--- src/sv/dds_tfb_pkg.sv ---
`timescale 1ns / 1ps
// Shared types and constants for the DDS tuning frame builder.
// No dependencies; used by every module of the block.
package dds_tfb_pkg;

    localparam int FREQ_W  = 32;
    localparam int AMP_W   = 12;
    localparam int MULT_W  = 24;
    localparam int FTW_W   = 48;
    localparam int BYTE_W  = 8;
    localparam int SWF_W   = 28;
    localparam int SWC_W   = 6;
    localparam int POS_W   = 4;
    localparam int CFG_IDX_W  = 8;
    localparam int CFG_DATA_W = 24;

    localparam int QUEUE_DEPTH = 2;
    localparam int QPTR_W      = 1;
    localparam int QCNT_W      = 2;

    // request kinds carried on s_tuser
    localparam logic REQ_SET   = 1'b0;
    localparam logic REQ_SWEEP = 1'b1;

    // configuration register indexes
    localparam logic [CFG_IDX_W-1:0] CFG_FREQ_MULT   = 8'd0;
    localparam logic [CFG_IDX_W-1:0] CFG_TUNE_INSTR  = 8'd1;
    localparam logic [CFG_IDX_W-1:0] CFG_AMP_I_INSTR = 8'd2;
    localparam logic [CFG_IDX_W-1:0] CFG_AMP_Q_INSTR = 8'd3;

    localparam logic [MULT_W-1:0] FREQ_MULT_RST   = 24'd938250;
    localparam logic [BYTE_W-1:0] TUNE_INSTR_RST  = 8'd2;
    localparam logic [BYTE_W-1:0] AMP_I_INSTR_RST = 8'd8;
    localparam logic [BYTE_W-1:0] AMP_Q_INSTR_RST = 8'd9;

    localparam logic [AMP_W-1:0] FULL_AMP = 12'd4095;

    // sweep schedule
    localparam logic [SWF_W-1:0] SWEEP_START = 28'd1;
    localparam logic [SWF_W-1:0] FREQ_CLAMP  = 28'd135000000;
    localparam logic [SWF_W-1:0] DEC_1K      = 28'd1000;
    localparam logic [SWF_W-1:0] DEC_10K     = 28'd10000;
    localparam logic [SWF_W-1:0] DEC_100K    = 28'd100000;
    localparam logic [SWF_W-1:0] DEC_1M      = 28'd1000000;
    localparam logic [SWF_W-1:0] DEC_10M     = 28'd10000000;
    localparam logic [SWF_W-1:0] STEP_1K     = 28'd199;
    localparam logic [SWF_W-1:0] STEP_10K    = 28'd2000;
    localparam logic [SWF_W-1:0] STEP_100K   = 28'd20000;
    localparam logic [SWF_W-1:0] STEP_1M     = 28'd200000;
    localparam logic [SWF_W-1:0] STEP_10M    = 28'd2000000;
    localparam logic [SWF_W-1:0] STEP_TOP    = 28'd5000000;

    // byte positions inside a frame
    localparam logic [POS_W-1:0] POS_TUNE_INSTR  = 4'd0;
    localparam logic [POS_W-1:0] POS_TW_FIRST    = 4'd1;
    localparam logic [POS_W-1:0] POS_TW_LAST     = 4'd6;
    localparam logic [POS_W-1:0] POS_AMP_I_INSTR = 4'd7;
    localparam logic [POS_W-1:0] POS_AMP_I_HI    = 4'd8;
    localparam logic [POS_W-1:0] POS_AMP_I_LO    = 4'd9;
    localparam logic [POS_W-1:0] POS_AMP_Q_INSTR = 4'd10;
    localparam logic [POS_W-1:0] POS_AMP_Q_HI    = 4'd11;
    localparam logic [POS_W-1:0] POS_AMP_Q_LO    = 4'd12;

    typedef struct packed {
        logic [FREQ_W-1:0] freq;
        logic [AMP_W-1:0]  amp;
    } job_t;

    typedef struct packed {
        logic [MULT_W-1:0] freq_mult;
        logic [BYTE_W-1:0] tune_instr;
        logic [BYTE_W-1:0] amp_i_instr;
        logic [BYTE_W-1:0] amp_q_instr;
    } cfg_t;

endpackage

--- src/sv/dds_tfb_front.sv ---
`timescale 1ns / 1ps
// Request intake: resolves set/sweep requests into a frequency/amplitude job
// and keeps the sweep state. Depends on dds_tfb_pkg.
module dds_tfb_front #(
    parameter int SWEEP_STEPS = 58
) (
    input  logic                       aclk,
    input  logic                       aresetn,
    input  logic                       s_tvalid,
    output logic                       s_tready,
    input  logic [47:0]                s_tdata,
    input  logic [0:0]                 s_tuser,
    input  logic                       q_full,
    output logic                       q_push,
    output dds_tfb_pkg::job_t          q_wdata
);

    logic [dds_tfb_pkg::SWF_W-1:0] sweep_freq_reg, sweep_freq_next;
    logic [dds_tfb_pkg::SWC_W-1:0] sweep_count_reg, sweep_count_next;
    logic [dds_tfb_pkg::SWF_W-1:0] step;
    logic [dds_tfb_pkg::SWF_W-1:0] stepped;
    logic [dds_tfb_pkg::SWC_W-1:0] count_inc;

    assign s_tready = !q_full;
    assign q_push   = s_tvalid && s_tready;

    always_comb begin
        if (sweep_freq_reg < dds_tfb_pkg::DEC_1K) begin
            step = dds_tfb_pkg::STEP_1K;
        end else if (sweep_freq_reg < dds_tfb_pkg::DEC_10K) begin
            step = dds_tfb_pkg::STEP_10K;
        end else if (sweep_freq_reg < dds_tfb_pkg::DEC_100K) begin
            step = dds_tfb_pkg::STEP_100K;
        end else if (sweep_freq_reg < dds_tfb_pkg::DEC_1M) begin
            step = dds_tfb_pkg::STEP_1M;
        end else if (sweep_freq_reg < dds_tfb_pkg::DEC_10M) begin
            step = dds_tfb_pkg::STEP_10M;
        end else begin
            step = dds_tfb_pkg::STEP_TOP;
        end
        // sweep frequency never exceeds the clamp, so this sum fits in 28 bits
        stepped   = sweep_freq_reg + step;
        count_inc = sweep_count_reg + 1'b1;

        sweep_freq_next  = sweep_freq_reg;
        sweep_count_next = sweep_count_reg;
        if (q_push && (s_tuser[0] == dds_tfb_pkg::REQ_SWEEP)) begin
            if (count_inc >= dds_tfb_pkg::SWC_W'(SWEEP_STEPS)) begin
                sweep_count_next = '0;
                sweep_freq_next  = dds_tfb_pkg::SWEEP_START;
            end else begin
                sweep_count_next = count_inc;
                sweep_freq_next  = (stepped >= dds_tfb_pkg::FREQ_CLAMP) ?
                                   dds_tfb_pkg::FREQ_CLAMP : stepped;
            end
        end

        if (s_tuser[0] == dds_tfb_pkg::REQ_SWEEP) begin
            q_wdata.freq = dds_tfb_pkg::FREQ_W'(sweep_freq_reg);
            q_wdata.amp  = dds_tfb_pkg::FULL_AMP;
        end else begin
            q_wdata.freq = s_tdata[dds_tfb_pkg::FREQ_W-1:0];
            q_wdata.amp  = s_tdata[dds_tfb_pkg::FREQ_W +: dds_tfb_pkg::AMP_W];
        end
    end

    always_ff @(posedge aclk) begin
        if (!aresetn) begin
            sweep_freq_reg  <= dds_tfb_pkg::SWEEP_START;
            sweep_count_reg <= '0;
        end else begin
            sweep_freq_reg  <= sweep_freq_next;
            sweep_count_reg <= sweep_count_next;
        end
    end

endmodule

--- src/sv/dds_tfb_queue.sv ---
`timescale 1ns / 1ps
// Two-entry job queue between intake and frame serializer.
// Depends on dds_tfb_pkg.
module dds_tfb_queue (
    input  logic               aclk,
    input  logic               aresetn,
    input  logic               push,
    input  dds_tfb_pkg::job_t  wdata,
    output logic               full,
    input  logic               pop,
    output logic               valid,
    output dds_tfb_pkg::job_t  rdata
);

    dds_tfb_pkg::job_t                 mem_reg [dds_tfb_pkg::QUEUE_DEPTH];
    logic [dds_tfb_pkg::QPTR_W-1:0]    wptr_reg, rptr_reg;
    logic [dds_tfb_pkg::QCNT_W-1:0]    cnt_reg, cnt_next;

    assign full  = (cnt_reg == dds_tfb_pkg::QCNT_W'(dds_tfb_pkg::QUEUE_DEPTH));
    assign valid = (cnt_reg != '0);
    assign rdata = mem_reg[rptr_reg];

    always_comb begin
        cnt_next = cnt_reg;
        if (push && !(pop && valid)) begin
            cnt_next = cnt_reg + 1'b1;
        end else if (!push && pop && valid) begin
            cnt_next = cnt_reg - 1'b1;
        end
    end

    always_ff @(posedge aclk) begin
        if (push) begin
            mem_reg[wptr_reg] <= wdata;
        end
    end

    always_ff @(posedge aclk) begin
        if (!aresetn) begin
            wptr_reg <= '0;
            rptr_reg <= '0;
            cnt_reg  <= '0;
        end else begin
            cnt_reg <= cnt_next;
            if (push) begin
                wptr_reg <= wptr_reg + 1'b1;
            end
            if (pop && valid) begin
                rptr_reg <= rptr_reg + 1'b1;
            end
        end
    end

endmodule

--- src/sv/dds_tfb_back.sv ---
`timescale 1ns / 1ps
// Frame engine: tuning word multiply stage, 13-byte serializer and output
// register. Depends on dds_tfb_pkg.
module dds_tfb_back (
    input  logic               aclk,
    input  logic               aresetn,
    input  dds_tfb_pkg::cfg_t  cfg,
    input  logic               q_valid,
    input  dds_tfb_pkg::job_t  q_rdata,
    output logic               q_pop,
    output logic               m_tvalid,
    input  logic               m_tready,
    output logic [7:0]         m_tdata,
    output logic               m_tlast
);

    logic                              prod_valid_reg;
    logic [dds_tfb_pkg::FTW_W-1:0]     prod_ftw_reg;
    logic [dds_tfb_pkg::AMP_W-1:0]     prod_amp_reg;
    logic [dds_tfb_pkg::FREQ_W+dds_tfb_pkg::MULT_W-1:0] product;

    logic                              frame_valid_reg;
    logic [dds_tfb_pkg::POS_W-1:0]     pos_reg;
    logic [dds_tfb_pkg::FTW_W-1:0]     ftw_reg;
    logic [dds_tfb_pkg::AMP_W-1:0]     amp_reg;

    logic                              out_valid_reg;
    logic [dds_tfb_pkg::BYTE_W-1:0]    out_byte_reg;
    logic                              out_last_reg;

    logic                              advance;
    logic                              at_last;
    logic                              frame_load;
    logic                              prod_take;
    logic [dds_tfb_pkg::BYTE_W-1:0]    cur_byte;
    logic [dds_tfb_pkg::BYTE_W-1:0]    amp_hi;

    assign advance    = frame_valid_reg && (!out_valid_reg || m_tready);
    assign at_last    = (pos_reg == dds_tfb_pkg::POS_AMP_Q_LO);
    assign frame_load = !frame_valid_reg || (advance && at_last);
    assign prod_take  = prod_valid_reg && frame_load;
    assign q_pop      = q_valid && (!prod_valid_reg || prod_take);
    assign product    = q_rdata.freq * cfg.freq_mult;
    assign amp_hi     = {4'b0, amp_reg[dds_tfb_pkg::AMP_W-1:8]};

    always_comb begin
        case (pos_reg) inside
            dds_tfb_pkg::POS_TUNE_INSTR:
                cur_byte = cfg.tune_instr;
            [dds_tfb_pkg::POS_TW_FIRST:dds_tfb_pkg::POS_TW_LAST]:
                cur_byte = ftw_reg[dds_tfb_pkg::FTW_W-1 -: dds_tfb_pkg::BYTE_W];
            dds_tfb_pkg::POS_AMP_I_INSTR:
                cur_byte = cfg.amp_i_instr;
            dds_tfb_pkg::POS_AMP_Q_INSTR:
                cur_byte = cfg.amp_q_instr;
            dds_tfb_pkg::POS_AMP_I_HI, dds_tfb_pkg::POS_AMP_Q_HI:
                cur_byte = amp_hi;
            dds_tfb_pkg::POS_AMP_I_LO, dds_tfb_pkg::POS_AMP_Q_LO:
                cur_byte = amp_reg[7:0];
            default:
                cur_byte = '0;
        endcase
    end

    // payload
    always_ff @(posedge aclk) begin
        if (q_pop) begin
            prod_ftw_reg <= product[dds_tfb_pkg::FTW_W-1:0];
            prod_amp_reg <= q_rdata.amp;
        end
        if (frame_load) begin
            ftw_reg <= prod_ftw_reg;
            amp_reg <= prod_amp_reg;
        end else if (advance && (pos_reg >= dds_tfb_pkg::POS_TW_FIRST)
                     && (pos_reg <= dds_tfb_pkg::POS_TW_LAST)) begin
            // tuning word goes out MSB first: shift the next byte up
            ftw_reg <= {ftw_reg[dds_tfb_pkg::FTW_W-dds_tfb_pkg::BYTE_W-1:0],
                        {dds_tfb_pkg::BYTE_W{1'b0}}};
        end
        if (advance) begin
            out_byte_reg <= cur_byte;
            out_last_reg <= at_last;
        end
    end

    // control
    always_ff @(posedge aclk) begin
        if (!aresetn) begin
            prod_valid_reg  <= 1'b0;
            frame_valid_reg <= 1'b0;
            pos_reg         <= '0;
            out_valid_reg   <= 1'b0;
        end else begin
            if (q_pop) begin
                prod_valid_reg <= 1'b1;
            end else if (prod_take) begin
                prod_valid_reg <= 1'b0;
            end

            if (frame_load) begin
                frame_valid_reg <= prod_valid_reg;
                pos_reg         <= dds_tfb_pkg::POS_TUNE_INSTR;
            end else if (advance) begin
                pos_reg <= pos_reg + 1'b1;
            end

            if (advance) begin
                out_valid_reg <= 1'b1;
            end else if (m_tready) begin
                out_valid_reg <= 1'b0;
            end
        end
    end

    assign m_tvalid = out_valid_reg;
    assign m_tdata  = out_byte_reg;
    assign m_tlast  = out_last_reg;

endmodule

--- src/sv/dds_tuning_frame_builder.sv ---
`timescale 1ns / 1ps
// DDS tuning frame builder top level: config registers, intake, job queue
// and frame engine. Depends on dds_tfb_pkg and the dds_tfb_* modules.
// Path: a request passes the queue, product register, frame register and output register in order.
// Throughput: one byte beat per cycle on m_ while m_tready is high;
// the output byte serializer sets the pace. Up to two requests queue ahead.
// Reset (aresetn low, synchronous): registers to defaults, sweep to 1 Hz.
module dds_tuning_frame_builder #(
    parameter int SWEEP_STEPS = 58
) (
    input  logic        aclk,
    input  logic        aresetn,
    input  logic        s_tvalid,
    output logic        s_tready,
    input  logic [47:0] s_tdata,    // [31:0] frequency_hz, [43:32] amplitude, rest zero
    input  logic [0:0]  s_tuser,    // [0] req_type
    output logic        m_tvalid,
    input  logic        m_tready,
    output logic [7:0]  m_tdata,    // [7:0] out_byte
    output logic        m_tlast,    // frame_last
    input  logic        cfg_wr_en,
    input  logic [7:0]  cfg_index,
    input  logic [23:0] cfg_wdata
);

    dds_tfb_pkg::cfg_t cfg_reg;
    dds_tfb_pkg::job_t q_wdata, q_rdata;
    logic q_push, q_full, q_pop, q_valid;

    always_ff @(posedge aclk) begin
        if (!aresetn) begin
            cfg_reg.freq_mult   <= dds_tfb_pkg::FREQ_MULT_RST;
            cfg_reg.tune_instr  <= dds_tfb_pkg::TUNE_INSTR_RST;
            cfg_reg.amp_i_instr <= dds_tfb_pkg::AMP_I_INSTR_RST;
            cfg_reg.amp_q_instr <= dds_tfb_pkg::AMP_Q_INSTR_RST;
        end else if (cfg_wr_en) begin
            case (cfg_index)
                dds_tfb_pkg::CFG_FREQ_MULT:   cfg_reg.freq_mult   <= cfg_wdata;
                dds_tfb_pkg::CFG_TUNE_INSTR:  cfg_reg.tune_instr  <= cfg_wdata[7:0];
                dds_tfb_pkg::CFG_AMP_I_INSTR: cfg_reg.amp_i_instr <= cfg_wdata[7:0];
                dds_tfb_pkg::CFG_AMP_Q_INSTR: cfg_reg.amp_q_instr <= cfg_wdata[7:0];
                default: ;
            endcase
        end
    end

    dds_tfb_front #(
        .SWEEP_STEPS(SWEEP_STEPS)
    ) u_front (
        .aclk     (aclk),
        .aresetn  (aresetn),
        .s_tvalid (s_tvalid),
        .s_tready (s_tready),
        .s_tdata  (s_tdata),
        .s_tuser  (s_tuser),
        .q_full   (q_full),
        .q_push   (q_push),
        .q_wdata  (q_wdata)
    );

    dds_tfb_queue u_queue (
        .aclk    (aclk),
        .aresetn (aresetn),
        .push    (q_push),
        .wdata   (q_wdata),
        .full    (q_full),
        .pop     (q_pop),
        .valid   (q_valid),
        .rdata   (q_rdata)
    );

    dds_tfb_back u_back (
        .aclk     (aclk),
        .aresetn  (aresetn),
        .cfg      (cfg_reg),
        .q_valid  (q_valid),
        .q_rdata  (q_rdata),
        .q_pop    (q_pop),
        .m_tvalid (m_tvalid),
        .m_tready (m_tready),
        .m_tdata  (m_tdata),
        .m_tlast  (m_tlast)
    );

endmodule
--- config.mk ---
export PLATFORM = sky130hd
export DESIGN_NAME = dds_tuning_frame_builder
export DESIGN_NICKNAME = d
export VERILOG_FILES = /design/src/sv/dds_tfb_pkg.sv /design/src/sv/dds_tfb_front.sv /design/src/sv/dds_tfb_queue.sv /design/src/sv/dds_tfb_back.sv /design/src/sv/dds_tuning_frame_builder.sv
export SDC_FILE = /design/constraint.sdc
export NUM_CORES = 2
export LEC_CHECK = 0
export ABC_AREA = 1
export BUFFER_PORTS_ARGS = -buffer_cell sky130_fd_sc_hd__buf_2
export CORE_ASPECT_RATIO = 1.75
export CORE_UTILIZATION = 50
export CTS_BUF_LIST = sky130_fd_sc_hd__clkbuf_4 sky130_fd_sc_hd__clkbuf_8
export CTS_CLUSTER_DIAMETER = 80
export DETAILED_ROUTE_END_ITERATION = 10
export PLACE_DENSITY = 0.69
export RECOVER_POWER = 100
export SLEW_MARGIN = 40
export SYNTH_ARGS = -nofsm -noshare
export SYNTH_HDL_FRONTEND = slang
export SYNTH_SLANG_ARGS = --single-unit
--- constraint.sdc ---
create_clock -name aclk -period 18.2 [get_ports aclk]
set_input_delay 2.73 -clock aclk [delete_from_list [all_inputs] [get_ports aclk]]
set_output_delay 2.73 -clock aclk [all_outputs]
set_load 0.05 [all_outputs]
==> impl_metrics.tcl <==
set metrics [dict create \
    syn-num-nets 5266 \
    timing.final.hold_violations 0 \
    maxCapViolations 10 \
    wl_per_cell_um 21.7 \
    nNetsFinal 5286 \
    place_congestion 0.987 \
    syn_to_final_growth_pct 6.45 \
    cts_tree "yes" \
    drtIter0Drc 1713 \
    yosys.area.top_type "fa_1" \
    post_cts_resized 0 \
    grt_pass1_wl_um 177000 \
    rrSetupSlack_ns 6.83 \
    firstDrtPassIters 5 \
    synth_cell_types 53 \
    violations "capacitance limit, slew limit" \
    synth-edff-count 217 \
    fin_skew_ns 0.0436 \
    min_path_type "reg2reg" \
    rows 131 \
    crit_fanout 45 \
    ys_seq_elements 311 \
    regArea_sq_mm 0.00841 \
    cp-start-kind "register" \
    max_stage_delay_ns 1.27 \
    start_util_pct 50.7 \
    ioPinCount 97 \
    cts_hold_buf 0 \
    synth_top_area_share_pct 34.3 \
    slew_viol_final 447 \
    hpwl_um 92100 \
    drive_gt1_share_pct 7.30 \
    crit_arrival_ns 11.76 \
    seq_area_frac_synth_pct 22.7 \
    synth-main-ff-cell "edfxtp_1" \
    slowest_stage "clkbuf_1" \
    outcome "complete, but fails checks" \
    insertion_delay_ns 0.66 \
    syn-mean-instance-area_sq_um 8.43 \
    setup_viol 0 \
    nFillCells 6801 \
    grt_pass1_vias 31300 \
    period_share_pct 62.5 \
    crit_path_end_kind "register" \
    clkSinkCount 311 \
    yosys-top-cells-count "1027 x nand2_1, 929 x inv_1, 633 x fa_1, 501 x nor2_1, 217 x edfxtp_1" \
    cts_setup_buffers 0 \
    critPathRequiredTime_ns 18.59 \
    synth.area.top_cells "fa_1 34%, edfxtp_1 18%, nand2_1 10%" \
    grt_max_degree 64 \
    fmax_mhz 87.9 \
    largest_register_ffs 88 \
    cts_root_buf "clkbuf_8" \
    vias 29200 \
    yosysMostFrequentCell "nand2_1" \
    fp.coreArea_sq_mm 0.0729 \
    h-tree-depth 2 \
    die_x_um 207 \
    grt_use_total_pct 32.0 \
    die_area_sq_mm 0.0750 \
    crit_path_frequent_cell "fa_1" \
    syn_inst 4383 \
    critPathKind "reg2reg" \
    via_per_inst 5.44 \
    clock_path_buffers 3 \
    grt_overflow 0 \
    numCtsBuffers 46 \
    netlist_area_sq_mm 0.0369 \
    drc 0 \
    multi_input_area_sq_mm 0.0244 \
    ys_warn_count 0 \
    portBuffers 92 \
    fin_setup_tns_ns 0 \
    fin_crit_ns 11.37 \
    clk_pin_slew_ns 0.07 \
    wirelength_um 117000 \
    antenna_found_initial 4 \
    slew_headroom_pct -85.4 \
    async_reset_ff_share_pct 0 \
    chipHeight_um 362 \
    rsz0062_at_grt "no" \
    ant_nets 0 \
    tightest_slew_ns 2.78 \
]
-- per-layer routing --
metal	share of wire (%)	global-route usage, %	wire length [um]	vias to the layer above
li1	-	-	-	13100
met1	31	30.7	36100	14300
met2	52	58.4	60300	1248
met3	5.7	4.15	6680	559
met4	12	30.7	13600	0
met5	0	0	0	-
-- per-stage QoR --
stage	utilization, %	hold WS (ns)	area (sq um)	cells	setup WS (ns)
global route	53.9	0.392	39300	5375	6.10
finish	53.9	0.391	39300	5378	6.83
CTS	54.0	0.379	39400	5371	8.87
detailed placement	52.6	0.408	38300	5285	8.89
floorplan	-	0.400	36900	4383	10.98
global placement	52.5	0.402	38300	5285	8.93
-- logic make-up after synthesis --
logic type	synth area share (%)
DFF	22.7
AOI/OAI and AO/OA	4.57
buffers and inverters	11.3
and+or+nand+nor	19.7
xor gates and xnor gates	1.78
muxes	0.0305
adders and majority gates	39.8
-- worst paths after layout --
check                     startpoint                      end  cells after the start
min          u_back.prod_amp_reg[11]       u_back.amp_reg[11]                      0
min reg2reg  u_back.prod_amp_reg[11]       u_back.amp_reg[11]                      0
max                         register  u_back.prod_ftw_reg[46]                     29
max reg2reg                 register  u_back.prod_ftw_reg[46]                     29
-- critical path, delay by kind of cell (launching register included) --
family	cells	cell delay, ns
adders and majority gates	8	4.18
buffers and inverters	7	4.02
and+or+nand+nor	7	1.33
AOI/OAI and AO/OA	6	1.03
DFF	1	0.31
xor gates and xnor gates	1	0.18
-- cell type report --
cell class | count | area share [%]
repair buffers | 139 | 1.92
clock buffers | 60 | 2.00
diodes | 6 | 0.0382
well taps | 931 | 2.96
inverters | 942 | 8.99
multi-input cells | 2963 | 62.1
flip-flops and latches | 311 | 21.4
clock inverters | 26 | 0.652
-- cell usage in the layout (no fill, tap or decap), drive strengths merged, types with 77 or more instances in the layout --
cell	netlist	final
nand2	1039	1039
dfxtp	94	94
nor2	518	518
o21ai	91	91
or2	77	77
edfxtp	217	217
nand3	81	81
buf	13	115
ha	164	164
fa	633	633
clkbuf	154	84
inv	931	931
a21oi	148	148
Power is left out: the tool's default activity adds up to more than one toggle a clock period on the data nets, which glitch-free logic cannot reach.
